$ cat src/design/stn_pkg.sv
// Shared types, character codes and byte classifiers for the search text normalizer.
package stn_pkg;

    // Default longest digit run of a numeric entity
    localparam int MAX_DIGITS_DEF = 8;

    // Configuration port geometry
    localparam int APB_AW = 3;
    localparam int APB_DW = 32;

    // Register word index of keep_ands
    localparam logic [APB_AW-3:0] REG_KEEP_ANDS = '0;

    // Character codes
    localparam logic [7:0] CH_NUL     = 8'h00;
    localparam logic [7:0] CH_SPACE   = 8'h20;
    localparam logic [7:0] CH_HASH    = 8'h23;
    localparam logic [7:0] CH_AMP     = 8'h26;
    localparam logic [7:0] CH_SEMI    = 8'h3B;
    localparam logic [7:0] CH_A       = 8'h61;
    localparam logic [7:0] CH_D       = 8'h64;
    localparam logic [7:0] CH_N       = 8'h6E;
    localparam logic [7:0] CH_SWALLOW = 8'hC2;

    // Controller states
    typedef enum logic [2:0] {
        ST_IDLE,
        ST_FEED,
        ST_REPLAY,
        ST_FRESH,
        ST_END_CHK,
        ST_REPLAY_END,
        ST_EOS,
        ST_FLUSH
    } t_state;

    // Datapath operations issued by the controller
    typedef enum logic [3:0] {
        OP_NOP,
        OP_LOAD,
        OP_ABSORB,
        OP_PUSH,
        OP_ENT_DONE,
        OP_MATCH_CLEAR,
        OP_REPLAY,
        OP_FRESH,
        OP_EOS,
        OP_FLUSH
    } t_op;

    // What the current byte does to an open look-ahead
    typedef enum logic [2:0] {
        FK_ABSORB,
        FK_PUSH,
        FK_ENT_DONE,
        FK_AND_DROP,
        FK_REPLAY,
        FK_FRESH
    } t_feed;

    // Status from datapath to controller
    typedef struct packed {
        t_feed feed_kind;
        logic  rep_done;
        logic  last_item;
        logic  and_complete;
        logic  match_open;
        logic  step_ok;
        logic  step_done;
    } t_status;

    function automatic logic f_is_space(input logic [7:0] c);
        return (c == CH_SPACE) || (c >= 8'h09 && c <= 8'h0D);
    endfunction

    function automatic logic f_is_punct(input logic [7:0] c);
        return (c >= 8'h21 && c <= 8'h2F) || (c >= 8'h3A && c <= 8'h40) ||
               (c >= 8'h5B && c <= 8'h60) || (c >= 8'h7B && c <= 8'h7E);
    endfunction

    function automatic logic f_is_digit(input logic [7:0] c);
        return (c >= 8'h30 && c <= 8'h39);
    endfunction

    // Separator class, swallowing byte included
    function automatic logic f_is_sep(input logic [7:0] c);
        return (c == CH_NUL) || f_is_punct(c) || f_is_space(c) || (c == CH_SWALLOW);
    endfunction

endpackage

$ cat src/design/stn_ctrl.sv
// Controller FSM that steps the normalizer datapath one step per cycle unless output stalls.
module stn_ctrl
    import stn_pkg::*;
(
    input  logic    i_clk,
    input  logic    i_rst_n,
    input  logic    i_in_valid,
    output logic    o_in_ready,
    output t_op     o_op,
    input  t_status i_status
);

    t_state r_state;
    t_state n_state;

    // State register
    always_ff @(posedge i_clk) begin
        if (!i_rst_n) begin
            r_state <= ST_IDLE;
        end else begin
            r_state <= n_state;
        end
    end

    // Next state and operation
    always_comb begin
        n_state    = r_state;
        o_op       = OP_NOP;
        o_in_ready = 1'b0;
        unique case (r_state)
            ST_IDLE: begin
                o_in_ready = 1'b1;
                if (i_in_valid) begin
                    o_op    = OP_LOAD;
                    n_state = ST_FEED;
                end
            end
            ST_FEED: begin
                unique case (i_status.feed_kind)
                    FK_ABSORB: begin
                        o_op    = OP_ABSORB;
                        n_state = ST_END_CHK;
                    end
                    FK_PUSH: begin
                        o_op    = OP_PUSH;
                        n_state = ST_END_CHK;
                    end
                    FK_ENT_DONE: begin
                        o_op = OP_ENT_DONE;
                        if (i_status.step_ok) begin
                            n_state = ST_END_CHK;
                        end
                    end
                    FK_AND_DROP: begin
                        o_op    = OP_MATCH_CLEAR;
                        n_state = ST_FRESH;
                    end
                    FK_REPLAY: begin
                        n_state = ST_REPLAY;
                    end
                    FK_FRESH: begin
                        n_state = ST_FRESH;
                    end
                    default: begin
                        n_state = ST_FRESH;
                    end
                endcase
            end
            // Replay held bytes, then treat the breaking byte afresh
            ST_REPLAY: begin
                if (i_status.rep_done) begin
                    o_op    = OP_MATCH_CLEAR;
                    n_state = ST_FRESH;
                end else begin
                    o_op = OP_REPLAY;
                end
            end
            ST_FRESH: begin
                o_op = OP_FRESH;
                if (i_status.step_ok && i_status.step_done) begin
                    n_state = ST_END_CHK;
                end
            end
            // Resolve an open match at the end of the string; other bytes go straight to flush
            ST_END_CHK: begin
                priority if (!i_status.last_item) begin
                    n_state = ST_FLUSH;
                end else if (i_status.and_complete) begin
                    o_op    = OP_MATCH_CLEAR;
                    n_state = ST_EOS;
                end else if (i_status.match_open) begin
                    n_state = ST_REPLAY_END;
                end else begin
                    n_state = ST_EOS;
                end
            end
            ST_REPLAY_END: begin
                if (i_status.rep_done) begin
                    o_op    = OP_MATCH_CLEAR;
                    n_state = ST_EOS;
                end else begin
                    o_op = OP_REPLAY;
                end
            end
            ST_EOS: begin
                o_op = OP_EOS;
                if (i_status.step_ok) begin
                    n_state = ST_FLUSH;
                end
            end
            ST_FLUSH: begin
                o_op = OP_FLUSH;
                if (i_status.step_ok) begin
                    n_state = ST_IDLE;
                end
            end
            default: begin
                n_state = ST_IDLE;
            end
        endcase
    end

endmodule

$ cat src/design/stn_datapath.sv
// Datapath: string state, look-ahead store, byte classifier, result hold and output stage.
module stn_datapath
    import stn_pkg::*;
#(
    parameter int MAX_DIGITS = MAX_DIGITS_DEF
) (
    input  logic       i_clk,
    input  logic       i_rst_n,
    input  t_op        i_op,
    output t_status    o_status,
    input  logic [7:0] i_in_byte,
    input  logic       i_in_last,
    input  logic       i_keep_ands,
    output logic       o_out_valid,
    input  logic       i_out_ready,
    output logic [7:0] o_out_byte,
    output logic       o_out_has,
    output logic       o_out_eor,
    output logic       o_out_eos,
    output logic       o_out_alt
);

    localparam int PEND_DEPTH = MAX_DIGITS + 2;
    localparam int CNT_W      = $clog2(PEND_DEPTH + 1);
    localparam int IDX_W      = $clog2(PEND_DEPTH);

    localparam logic [CNT_W-1:0] CNT_ONE   = CNT_W'(1);
    localparam logic [CNT_W-1:0] CNT_TWO   = CNT_W'(2);
    localparam logic [CNT_W-1:0] CNT_THREE = CNT_W'(3);
    localparam logic [CNT_W-1:0] CNT_DEPTH = CNT_W'(PEND_DEPTH);

    typedef enum logic [1:0] {
        MODE_NONE,
        MODE_ENT,
        MODE_AND
    } t_mode;

    // String state
    logic [7:0]       r_cur;
    logic             r_last,       n_last;
    logic [7:0]       r_prev,       n_prev;
    logic             r_last_space, n_last_space;
    logic             r_out_empty,  n_out_empty;
    logic             r_last_dig,   n_last_dig;
    logic             r_absorb,     n_absorb;
    logic             r_altered,    n_altered;
    t_mode            r_mode,       n_mode;
    logic [CNT_W-1:0] r_pend_cnt,   n_pend_cnt;
    logic [CNT_W-1:0] r_rep_idx,    n_rep_idx;
    logic [7:0]       r_pend [PEND_DEPTH];

    // Result hold (last result of an item is known only when the item ends)
    logic       r_hold_v, n_hold_v;
    logic [7:0] r_hold_byte;
    logic       r_hold_has;
    logic       r_hold_eos;
    logic       r_hold_alt;

    // Output stage
    logic       r_out_v, n_out_v;
    logic [7:0] r_out_byte;
    logic       r_out_has;
    logic       r_out_eor;
    logic       r_out_eos;
    logic       r_out_alt;

    logic             out_load;
    logic             out_from_flush;
    logic             hold_load;
    logic             pend_we;
    logic [IDX_W-1:0] pend_wa;

    // Byte classifier and emission signals
    logic       use_pend;
    logic [7:0] pend_rd;
    logic [7:0] pb;
    logic       pl;
    logic       p_sep;
    logic       p_dig;
    logic       p_gap;
    logic       p_emit;
    logic [7:0] p_byte;
    logic       start_ent;
    logic       start_and;
    logic       plain_act;
    logic       emit_req;
    logic [7:0] emit_byte;
    logic       emit_has;
    logic       emit_eos;
    logic       emit_alt;
    logic       step_done;
    logic       out_free;
    logic       can_emit;
    logic       step_ok;
    t_feed      feed_kind;

    // Plain handling of one byte: held byte during replay, else the current one
    always_comb begin
        use_pend  = (i_op == OP_REPLAY);
        pend_rd   = r_pend[r_rep_idx[IDX_W-1:0]];
        pb        = use_pend ? pend_rd : r_cur;
        pl        = use_pend ? 1'b0 : r_last;
        p_sep     = f_is_sep(pb);
        p_dig     = f_is_digit(pb);
        p_gap     = !p_sep && (r_last_dig != p_dig) && !r_out_empty && !r_last_space;
        p_emit    = p_sep ? (!r_out_empty && !r_last_space) : 1'b1;
        p_byte    = (p_sep || p_gap) ? CH_SPACE : pb;
        start_ent = (r_cur == CH_AMP);
        start_and = (r_cur == CH_A) && !i_keep_ands &&
                    ((r_prev == CH_NUL) || f_is_space(r_prev));
    end

    // Classify the current byte against the open look-ahead
    always_comb begin
        feed_kind = FK_FRESH;
        if (r_absorb) begin
            feed_kind = FK_ABSORB;
        end else begin
            unique case (r_mode)
                MODE_ENT: begin
                    priority if (r_pend_cnt == CNT_ONE) begin
                        feed_kind = (r_cur == CH_HASH) ? FK_PUSH : FK_REPLAY;
                    end else if (f_is_digit(r_cur)) begin
                        feed_kind = (r_pend_cnt < CNT_DEPTH) ? FK_PUSH : FK_REPLAY;
                    end else if (r_cur == CH_SEMI) begin
                        feed_kind = FK_ENT_DONE;
                    end else begin
                        feed_kind = FK_REPLAY;
                    end
                end
                MODE_AND: begin
                    priority if ((r_pend_cnt == CNT_ONE && r_cur == CH_N) ||
                                 (r_pend_cnt == CNT_TWO && r_cur == CH_D)) begin
                        feed_kind = FK_PUSH;
                    end else if (r_pend_cnt == CNT_THREE &&
                                 (r_cur == CH_NUL || f_is_space(r_cur))) begin
                        feed_kind = FK_AND_DROP;
                    end else begin
                        feed_kind = FK_REPLAY;
                    end
                end
                default: begin
                    feed_kind = FK_FRESH;
                end
            endcase
        end
    end

    // Select the result this operation produces
    always_comb begin
        plain_act = 1'b0;
        emit_req  = 1'b0;
        emit_byte = CH_SPACE;
        emit_has  = 1'b1;
        emit_eos  = 1'b0;
        emit_alt  = 1'b0;
        step_done = 1'b1;
        unique case (i_op)
            OP_ENT_DONE: begin
                emit_req = r_out_empty || !r_last_space;
            end
            OP_REPLAY: begin
                plain_act = 1'b1;
                emit_req  = p_emit;
                emit_byte = p_byte;
                step_done = !p_gap;
            end
            OP_FRESH: begin
                if (!start_ent && !start_and) begin
                    plain_act = 1'b1;
                    emit_req  = p_emit;
                    emit_byte = p_byte;
                    step_done = !p_gap;
                end
            end
            OP_EOS: begin
                emit_req  = 1'b1;
                emit_byte = CH_NUL;
                emit_has  = 1'b0;
                emit_eos  = 1'b1;
                emit_alt  = r_altered;
            end
            default: begin
                emit_req = 1'b0;
            end
        endcase
        out_free = !r_out_v || i_out_ready;
        can_emit = !r_hold_v || out_free;
        step_ok  = (i_op == OP_FLUSH) ? (!r_hold_v || out_free) : (!emit_req || can_emit);
    end

    // Next state of the string, the hold and the output stage
    always_comb begin
        n_last         = r_last;
        n_prev         = r_prev;
        n_last_space   = r_last_space;
        n_out_empty    = r_out_empty;
        n_last_dig     = r_last_dig;
        n_absorb       = r_absorb;
        n_altered      = r_altered;
        n_mode         = r_mode;
        n_pend_cnt     = r_pend_cnt;
        n_rep_idx      = r_rep_idx;
        n_hold_v       = r_hold_v;
        n_out_v        = r_out_v && !i_out_ready;
        out_load       = 1'b0;
        out_from_flush = 1'b0;
        hold_load      = 1'b0;
        pend_we        = 1'b0;
        pend_wa        = r_pend_cnt[IDX_W-1:0];

        // Move the held result out and take the new one
        if (step_ok && emit_req) begin
            hold_load    = 1'b1;
            n_hold_v     = 1'b1;
            n_out_empty  = 1'b0;
            n_last_space = (emit_byte == CH_SPACE);
            if (r_hold_v) begin
                out_load = 1'b1;
                n_out_v  = 1'b1;
            end
        end

        // Side effects of plain handling
        if (step_ok && plain_act) begin
            if (p_sep) begin
                if (!p_emit) begin
                    n_altered = 1'b1;
                end
                if (pb == CH_SWALLOW && !pl) begin
                    n_absorb = 1'b1;
                end
            end else if (!p_gap) begin
                n_last_dig = p_dig;
            end
        end

        if (step_ok) begin
            unique case (i_op)
                OP_LOAD: begin
                    n_last    = i_in_last;
                    n_rep_idx = '0;
                end
                OP_ABSORB: begin
                    n_absorb = 1'b0;
                    n_prev   = r_cur;
                end
                OP_PUSH: begin
                    pend_we    = 1'b1;
                    n_pend_cnt = r_pend_cnt + CNT_ONE;
                    n_prev     = r_cur;
                end
                OP_ENT_DONE: begin
                    n_altered  = 1'b1;
                    n_mode     = MODE_NONE;
                    n_pend_cnt = '0;
                    n_prev     = r_cur;
                end
                OP_MATCH_CLEAR: begin
                    n_mode     = MODE_NONE;
                    n_pend_cnt = '0;
                    n_rep_idx  = '0;
                end
                OP_REPLAY: begin
                    if (!p_gap) begin
                        n_rep_idx = r_rep_idx + CNT_ONE;
                    end
                end
                OP_FRESH: begin
                    priority if (start_ent || start_and) begin
                        n_mode     = start_ent ? MODE_ENT : MODE_AND;
                        pend_we    = 1'b1;
                        pend_wa    = '0;
                        n_pend_cnt = CNT_ONE;
                        n_prev     = r_cur;
                    end else if (!p_gap) begin
                        n_prev = r_cur;
                    end else begin
                        n_prev = r_prev;
                    end
                end
                OP_EOS: begin
                    // Return the string state to its start
                    n_prev       = CH_NUL;
                    n_last_space = 1'b0;
                    n_out_empty  = 1'b1;
                    n_last_dig   = 1'b0;
                    n_absorb     = 1'b0;
                    n_altered    = 1'b0;
                    n_mode       = MODE_NONE;
                    n_pend_cnt   = '0;
                end
                OP_FLUSH: begin
                    if (r_hold_v) begin
                        out_load       = 1'b1;
                        out_from_flush = 1'b1;
                        n_out_v        = 1'b1;
                        n_hold_v       = 1'b0;
                    end
                end
                default: begin
                    n_mode = r_mode;
                end
            endcase
        end
    end

    // Control registers
    always_ff @(posedge i_clk) begin
        if (!i_rst_n) begin
            r_last       <= 1'b0;
            r_prev       <= CH_NUL;
            r_last_space <= 1'b0;
            r_out_empty  <= 1'b1;
            r_last_dig   <= 1'b0;
            r_absorb     <= 1'b0;
            r_altered    <= 1'b0;
            r_mode       <= MODE_NONE;
            r_pend_cnt   <= '0;
            r_rep_idx    <= '0;
            r_hold_v     <= 1'b0;
            r_out_v      <= 1'b0;
        end else begin
            r_last       <= n_last;
            r_prev       <= n_prev;
            r_last_space <= n_last_space;
            r_out_empty  <= n_out_empty;
            r_last_dig   <= n_last_dig;
            r_absorb     <= n_absorb;
            r_altered    <= n_altered;
            r_mode       <= n_mode;
            r_pend_cnt   <= n_pend_cnt;
            r_rep_idx    <= n_rep_idx;
            r_hold_v     <= n_hold_v;
            r_out_v      <= n_out_v;
        end
    end

    // Payload registers and look-ahead store
    always_ff @(posedge i_clk) begin
        if (i_op == OP_LOAD) begin
            r_cur <= i_in_byte;
        end
        if (pend_we) begin
            r_pend[pend_wa] <= r_cur;
        end
        if (out_load) begin
            r_out_byte <= r_hold_byte;
            r_out_has  <= r_hold_has;
            r_out_eos  <= r_hold_eos;
            r_out_alt  <= r_hold_alt;
            r_out_eor  <= out_from_flush;
        end
        if (hold_load) begin
            r_hold_byte <= emit_byte;
            r_hold_has  <= emit_has;
            r_hold_eos  <= emit_eos;
            r_hold_alt  <= emit_alt;
        end
    end

    // Status to the controller
    always_comb begin
        o_status.feed_kind    = feed_kind;
        o_status.rep_done     = (r_rep_idx == r_pend_cnt);
        o_status.last_item    = r_last;
        o_status.and_complete = (r_mode == MODE_AND) && (r_pend_cnt == CNT_THREE);
        o_status.match_open   = (r_mode != MODE_NONE);
        o_status.step_ok      = step_ok;
        o_status.step_done    = step_done;
    end

    assign o_out_valid = r_out_v;
    assign o_out_byte  = r_out_byte;
    assign o_out_has   = r_out_has;
    assign o_out_eor   = r_out_eor;
    assign o_out_eos   = r_out_eos;
    assign o_out_alt   = r_out_alt;

endmodule

$ cat src/design/search_text_normalizer_top.sv
// Top level of the search text normalizer: stream ports, register port, controller and datapath.
// The block takes one byte of a lower-cased string per input item and returns its
// normalized bytes one result item at a time, with a bare end record after the last
// byte. It works on one item at a time. An ordinary byte is accepted, classified,
// processed and end-checked, and then its last result is released. A swallowed byte,
// or one that a look-ahead holds or that completes an entity, skips the separate process
// step. A byte that produces a further result is processed again for it. A failed
// entity or "and" match replays each held byte and then closes the replay; a partial
// match still open at the final byte of a string is replayed the same way before its
// end record. The controller steps the datapath, stalling while the output side is full,
// into a single result hold and one output register. A new item may be taken
// while the last result of the previous one still waits in the output register.
// keep_ands sits at byte address 0 of the register port; the user must write it only
// while the block is idle, and the block itself does not enforce this.
module search_text_normalizer_top
    import stn_pkg::*;
#(
    parameter int MAX_DIGITS = MAX_DIGITS_DEF
) (
    input  logic              i_clk,
    input  logic              i_rst_n,
    // Input stream
    input  logic              i_s_axis_tvalid,
    output logic              o_s_axis_tready,
    input  logic [7:0]        i_s_axis_tdata,   // [7:0] in_byte
    input  logic              i_s_axis_tlast,   // is_last
    // Output stream
    output logic              o_m_axis_tvalid,
    input  logic              i_m_axis_tready,
    output logic [7:0]        o_m_axis_tdata,   // [7:0] out_byte
    output logic [2:0]        o_m_axis_tuser,   // [0] has_byte, [1] end_of_string, [2] altered
    output logic              o_m_axis_tlast,   // end_of_run
    // Register port
    input  logic              psel,
    input  logic              penable,
    input  logic              pwrite,
    input  logic [APB_AW-1:0] paddr,
    input  logic [APB_DW-1:0] pwdata,
    output logic [APB_DW-1:0] prdata,
    output logic              pready
);

    logic    r_keep_ands;
    t_op     op;
    t_status status;

    // Register write and read back
    always_ff @(posedge i_clk) begin
        if (!i_rst_n) begin
            r_keep_ands <= 1'b0;
        end else if (psel && penable && pwrite && pready &&
                     (paddr[APB_AW-1:2] == REG_KEEP_ANDS)) begin
            r_keep_ands <= pwdata[0];
        end
    end

    assign pready = 1'b1;
    assign prdata = (paddr[APB_AW-1:2] == REG_KEEP_ANDS) ?
                    {{(APB_DW-1){1'b0}}, r_keep_ands} : '0;

    stn_ctrl u_ctrl (
        .i_clk      (i_clk),
        .i_rst_n    (i_rst_n),
        .i_in_valid (i_s_axis_tvalid),
        .o_in_ready (o_s_axis_tready),
        .o_op       (op),
        .i_status   (status)
    );

    stn_datapath #(
        .MAX_DIGITS (MAX_DIGITS)
    ) u_datapath (
        .i_clk       (i_clk),
        .i_rst_n     (i_rst_n),
        .i_op        (op),
        .o_status    (status),
        .i_in_byte   (i_s_axis_tdata),
        .i_in_last   (i_s_axis_tlast),
        .i_keep_ands (r_keep_ands),
        .o_out_valid (o_m_axis_tvalid),
        .i_out_ready (i_m_axis_tready),
        .o_out_byte  (o_m_axis_tdata),
        .o_out_has   (o_m_axis_tuser[0]),
        .o_out_eor   (o_m_axis_tlast),
        .o_out_eos   (o_m_axis_tuser[1]),
        .o_out_alt   (o_m_axis_tuser[2])
    );

endmodule

$ cat config.mk
export PLATFORM = sky130hd
export DESIGN_NAME = search_text_normalizer_top
export DESIGN_NICKNAME = d
export VERILOG_FILES = /design/src/design/stn_pkg.sv /design/src/design/stn_ctrl.sv /design/src/design/stn_datapath.sv /design/src/design/search_text_normalizer_top.sv
export SDC_FILE = /design/constraint.sdc
export NUM_CORES = 1
export LEC_CHECK = 0
export BUFFER_PORTS_ARGS = -buffer_cell sky130_fd_sc_hd__clkbuf_2
export CORE_ASPECT_RATIO = 1.5
export CORE_UTILIZATION = 60
export DETAILED_ROUTE_END_ITERATION = 8
export GPL_TIMING_DRIVEN = 0
export HOLD_SLACK_MARGIN = 0.05
export PLACE_DENSITY = 0.83
export SYNTH_ARGS = -nofsm -noshare
export SYNTH_HDL_FRONTEND = slang
export SYNTH_SLANG_ARGS = --single-unit
$ cat constraint.sdc
create_clock -name i_clk -period 8.32 [get_ports i_clk]
set_input_delay 1.248 -clock i_clk [delete_from_list [all_inputs] [get_ports i_clk]]
set_output_delay 1.248 -clock i_clk [all_outputs]
set_load 0.02 [all_outputs]
==> results.md <==
- Hold-fix buffers, CTS: 0
- CP Data Arrival Time: ~4300 ps
- Tcrit/Tclk final: 0.5157
- RSZ-0062 raised after global routing: false
- Floorplan row count: 48
- Residual DRC count: 0
- Async SR Flop Fraction: 0
- Final Power: around 2.8 mW
- FILL cells: roughly 820
- Post-route setup TNS: 0 ps
- Top Family by Delay on Critical Path: compound AO/OA/AOI/OAI gates
- Initial Util: 0.6238
- Critical path class: register to register
- GRT Total Usage: 0.2853
- Mapped Cells: ~600
- Hold depth: 0
- Total gr overflow: 0
- Total Nets Final: 741
- Crit-path max FO: 12
- Crit-path slowest cell: a21oi_1
- Drt pass-1 iters: 5
- Synth Warn #: 0
- Post-cts resize count: 0
- I/O pins: between 90 and 100
- ANT nets after route: 0
- Worst path max stage delay: 900 ps
- Die ar.: approximately 13000 um2
- Input/output buffers: 31
- NetSw: ~1.0 mW
- Logic pwr share: 0.333
- Fin. Hold Viols: 0
- Seq/Total Area, Yosys: 0.5522
- Fin. max-slew vios: 0
- Post-synth EDFFs: about 110
- Initial antenna violation count: 0
- Initial drt markers: between 500 and 600
- Area of the mapped netlist: approximately 7300 um2
- Cell Int Power: roughly 1.7 mW
- Cell Chain, Critical Path: buf_2, buf_2, mux4_2, a22oi_1, nand4_1, o32a_1, o311ai_1, a211oi_2, nor3_4, o21bai_1, a21oi_1
- Peak supply drop: about 0.22 mV
- Switching share of power: 0.3767
- Number of global-route vias before repair: roughly 5300
- Post-synth top cells: 111 x edfxtp_1, 43 x nand2_1, 43 x nor2_1
- Worst Hold Path EP: u_datapath.o_out_alt$_DFFE_PP_
- Area grow syn2layout: 14.36%
- CTS Sinks: about 150
- TritonCTS clock tree: done
- Clock Power Share: 0.269
- Postcts setup bufs: 0
- Pwr dens: roughly 330 nW/um2
- Crit path top cell by count: buf_2
- Synth Flop Type: edfxtp_1
- Drt total wl: 17.19 mm
- Max Cap Violations: 0
- Critical Path Sink Type: register
- Clk buf depth: 2
- R2R Setup Slk: approximately 4000 ps
- Vias per cell: between 6 and 7
- Pin count of the biggest net entering global routing: 18
- CTS Buf Count: 17
- Synth top area cells: edfxtp_1 46%, dfxtp_1 9.4%, mux4_2 4.0%
- Multi-input gate area: ~2900 um2
- Min cycle time layout: between 4000 and 5000 ps
- GPL Wtd Cong: between 0.8 and 0.9
- HP Start: u_datapath.r_hold_alt$_SDFFCE_PN0P_
- DIE HEIGHT: 136.8 um
- First-pass GRT wire length: 26.87 mm
- R2R depth: 11
- Share of layout cells above drive strength 1: 0.2317
- Final setup fails: 0
- Leakage: roughly 3 nW
- R2R Path End: u_datapath.o_out_byte[4]$_DFFE_PP_
- CP bufs+invs: 2
- Htree depth: 4
- Worst-Margin Slew: 1149 ps
- Worst skew pair latency: ~420 ps
- Crit start category: register
- Synth cell types: slightly above 90
- Sequential Power Share: 0.398
- Slew HR: 0.2339
- Antenna Cells: 0
- Worst path required time: around 8400 ps
- Root Buffer Master: clkbuf_16
- Count leader, synth: edfxtp_1
- Hold WC Path Type: register to register
- Horiz. Die Dim: just over 90 um
- Hpwl dp: between 10 and 15 mm
- Avg Cell Area, Syn: roughly 12 um2
- Storage element area: 4014 um2
- Run status: finished, final reports clean
- Clock-pin slew on the worst setup and hold paths: about 60 ps
- Max Clk Rate: about 0.23 GHz
- Register bit count reported by yosys: around 150
- Synth area leader: edfxtp_1
- Routed vias: about 5300
- Share of the synthesized area in the top cell type: 0.4586
- Core box area: approximately 12000 um2
- WL/cell: between 20 and 25 um
- Clk_skew: 10.16 ps
[placed cells by master, fill, tap and decap left out, drive strengths merged, types with 4 or more instances in the layout]
master / count
o211ai: 4
clkbuf: 64
clkinvlp: 4
mux2i: 20
nand3: 18
nand2: 44
and2: 9
conb: 32
a21o: 5
a31oi: 9
o2111ai: 5
o22ai: 4
o31ai: 10
a21oi: 19
dfxtp: 34
nand4: 8
xnor2: 4
ha: 7
mux2: 13
o21ai: 20
mux4: 13
nor2: 44
inv: 26
nor2b: 9
and3: 7
nand2b: 8
or3: 4
nor3: 12
buf: 49
edfxtp: 111
a211oi: 5
[power by group through the flow]
stage	registers [mW]	clock network, mW	logic, mW
6_report	1.10	0.741	0.918
4_1_cts	1.10	0.741	0.902
3_5_place_dp	1.11	0	0.893
2_1_floorplan	1.06	0	0.678
3_3_place_gp	1.10	0	0.871
5_1_grt	1.11	0.771	0.986
[through the flow]
| stage | setup WS [ps] | area (um2) | utilization | hold slack, ps | std cells |
|---|---|---|---|---|---|
| after floorplan | 4801 | 7381 | - | 400.3 | 633 |
| after global placement | 3833 | 7724 | 0.6629 | 401.9 | 814 |
| after detailed placement | 3984 | 7736 | 0.6640 | 404.5 | 814 |
| after CTS | 3942 | 8307 | 0.7130 | 414.8 | 845 |
| after global routing | 3677 | 8312 | 0.7134 | 427.7 | 845 |
| final | 4029 | 8312 | 0.7134 | 413.8 | 845 |
[flip-flops by register name, summed over array words and instances, names as in the netlist, 2 cells and up, named ones only]
name                    flops
u_datapath.r_prev           8
u_datapath.r_pend_cnt       4
u_datapath.r_mode           2
u_datapath.r_cur            8
u_datapath.o_out_byte       8
u_datapath.r_pend          80
u_datapath.r_rep_idx        4
u_ctrl.r_state              3
u_datapath.r_hold_byte      8
[how the worst max path moves through the flow]
stage                                                     start                                  to  slack, ps  cells past startpoint
after floorplan           u_datapath.r_pend_cnt[1]$_SDFFE_PN0P_   u_datapath.r_pend[8][0]$_DFFE_PP_       4800                      9
final                                                  register  u_datapath.o_out_byte[4]$_DFFE_PP_       4030                     11
after detailed placement          u_datapath.r_cur[0]$_DFFE_PP_   u_datapath.r_pend[0][4]$_DFFE_PP_       3980                      8
after CTS                         u_datapath.r_cur[0]$_DFFE_PP_   u_datapath.r_pend[0][2]$_DFFE_PP_       3940                      8
after global routing                                   register  u_datapath.o_out_byte[3]$_DFFE_PP_       3680                     11
after global placement            u_datapath.r_cur[0]$_DFFE_PP_   u_datapath.r_pend[8][4]$_DFFE_PP_       3830                      8
[final cells by class]
class / count / share of cell area
flip-flops and latches: 145 / 0.4829
well taps: 150 / 0.02258
repair buffers: 31 / 0.01867
clock inverters: 14 / 0.01746
clock buffers: 17 / 0.05118
multi-input cells: 404 / 0.3476
inverters: 19 / 0.008580
plain buffers: 65 / 0.05103
[cells by family after synthesis]
family          after synthesis  synth area share
compound gates              122            0.1305
fa+ha+maj                     8           0.01343
buf+inv                      84           0.06817
xor+xnor                      4          0.004820
other cells                   2          0.001033
mux                          46           0.08797
flops                       145            0.5522
simple gates                192            0.1419
[layer usage]
layer  vias up  GRT usage  wire length, um
met4         0     0.1771              918
met5         -          0                0
met1      2530     0.3097             6176
met2       273     0.5091             9009
met3        74    0.05667             1084
li1       2401          -                -
No activity file was read; power rests on OpenSTA's default activity.
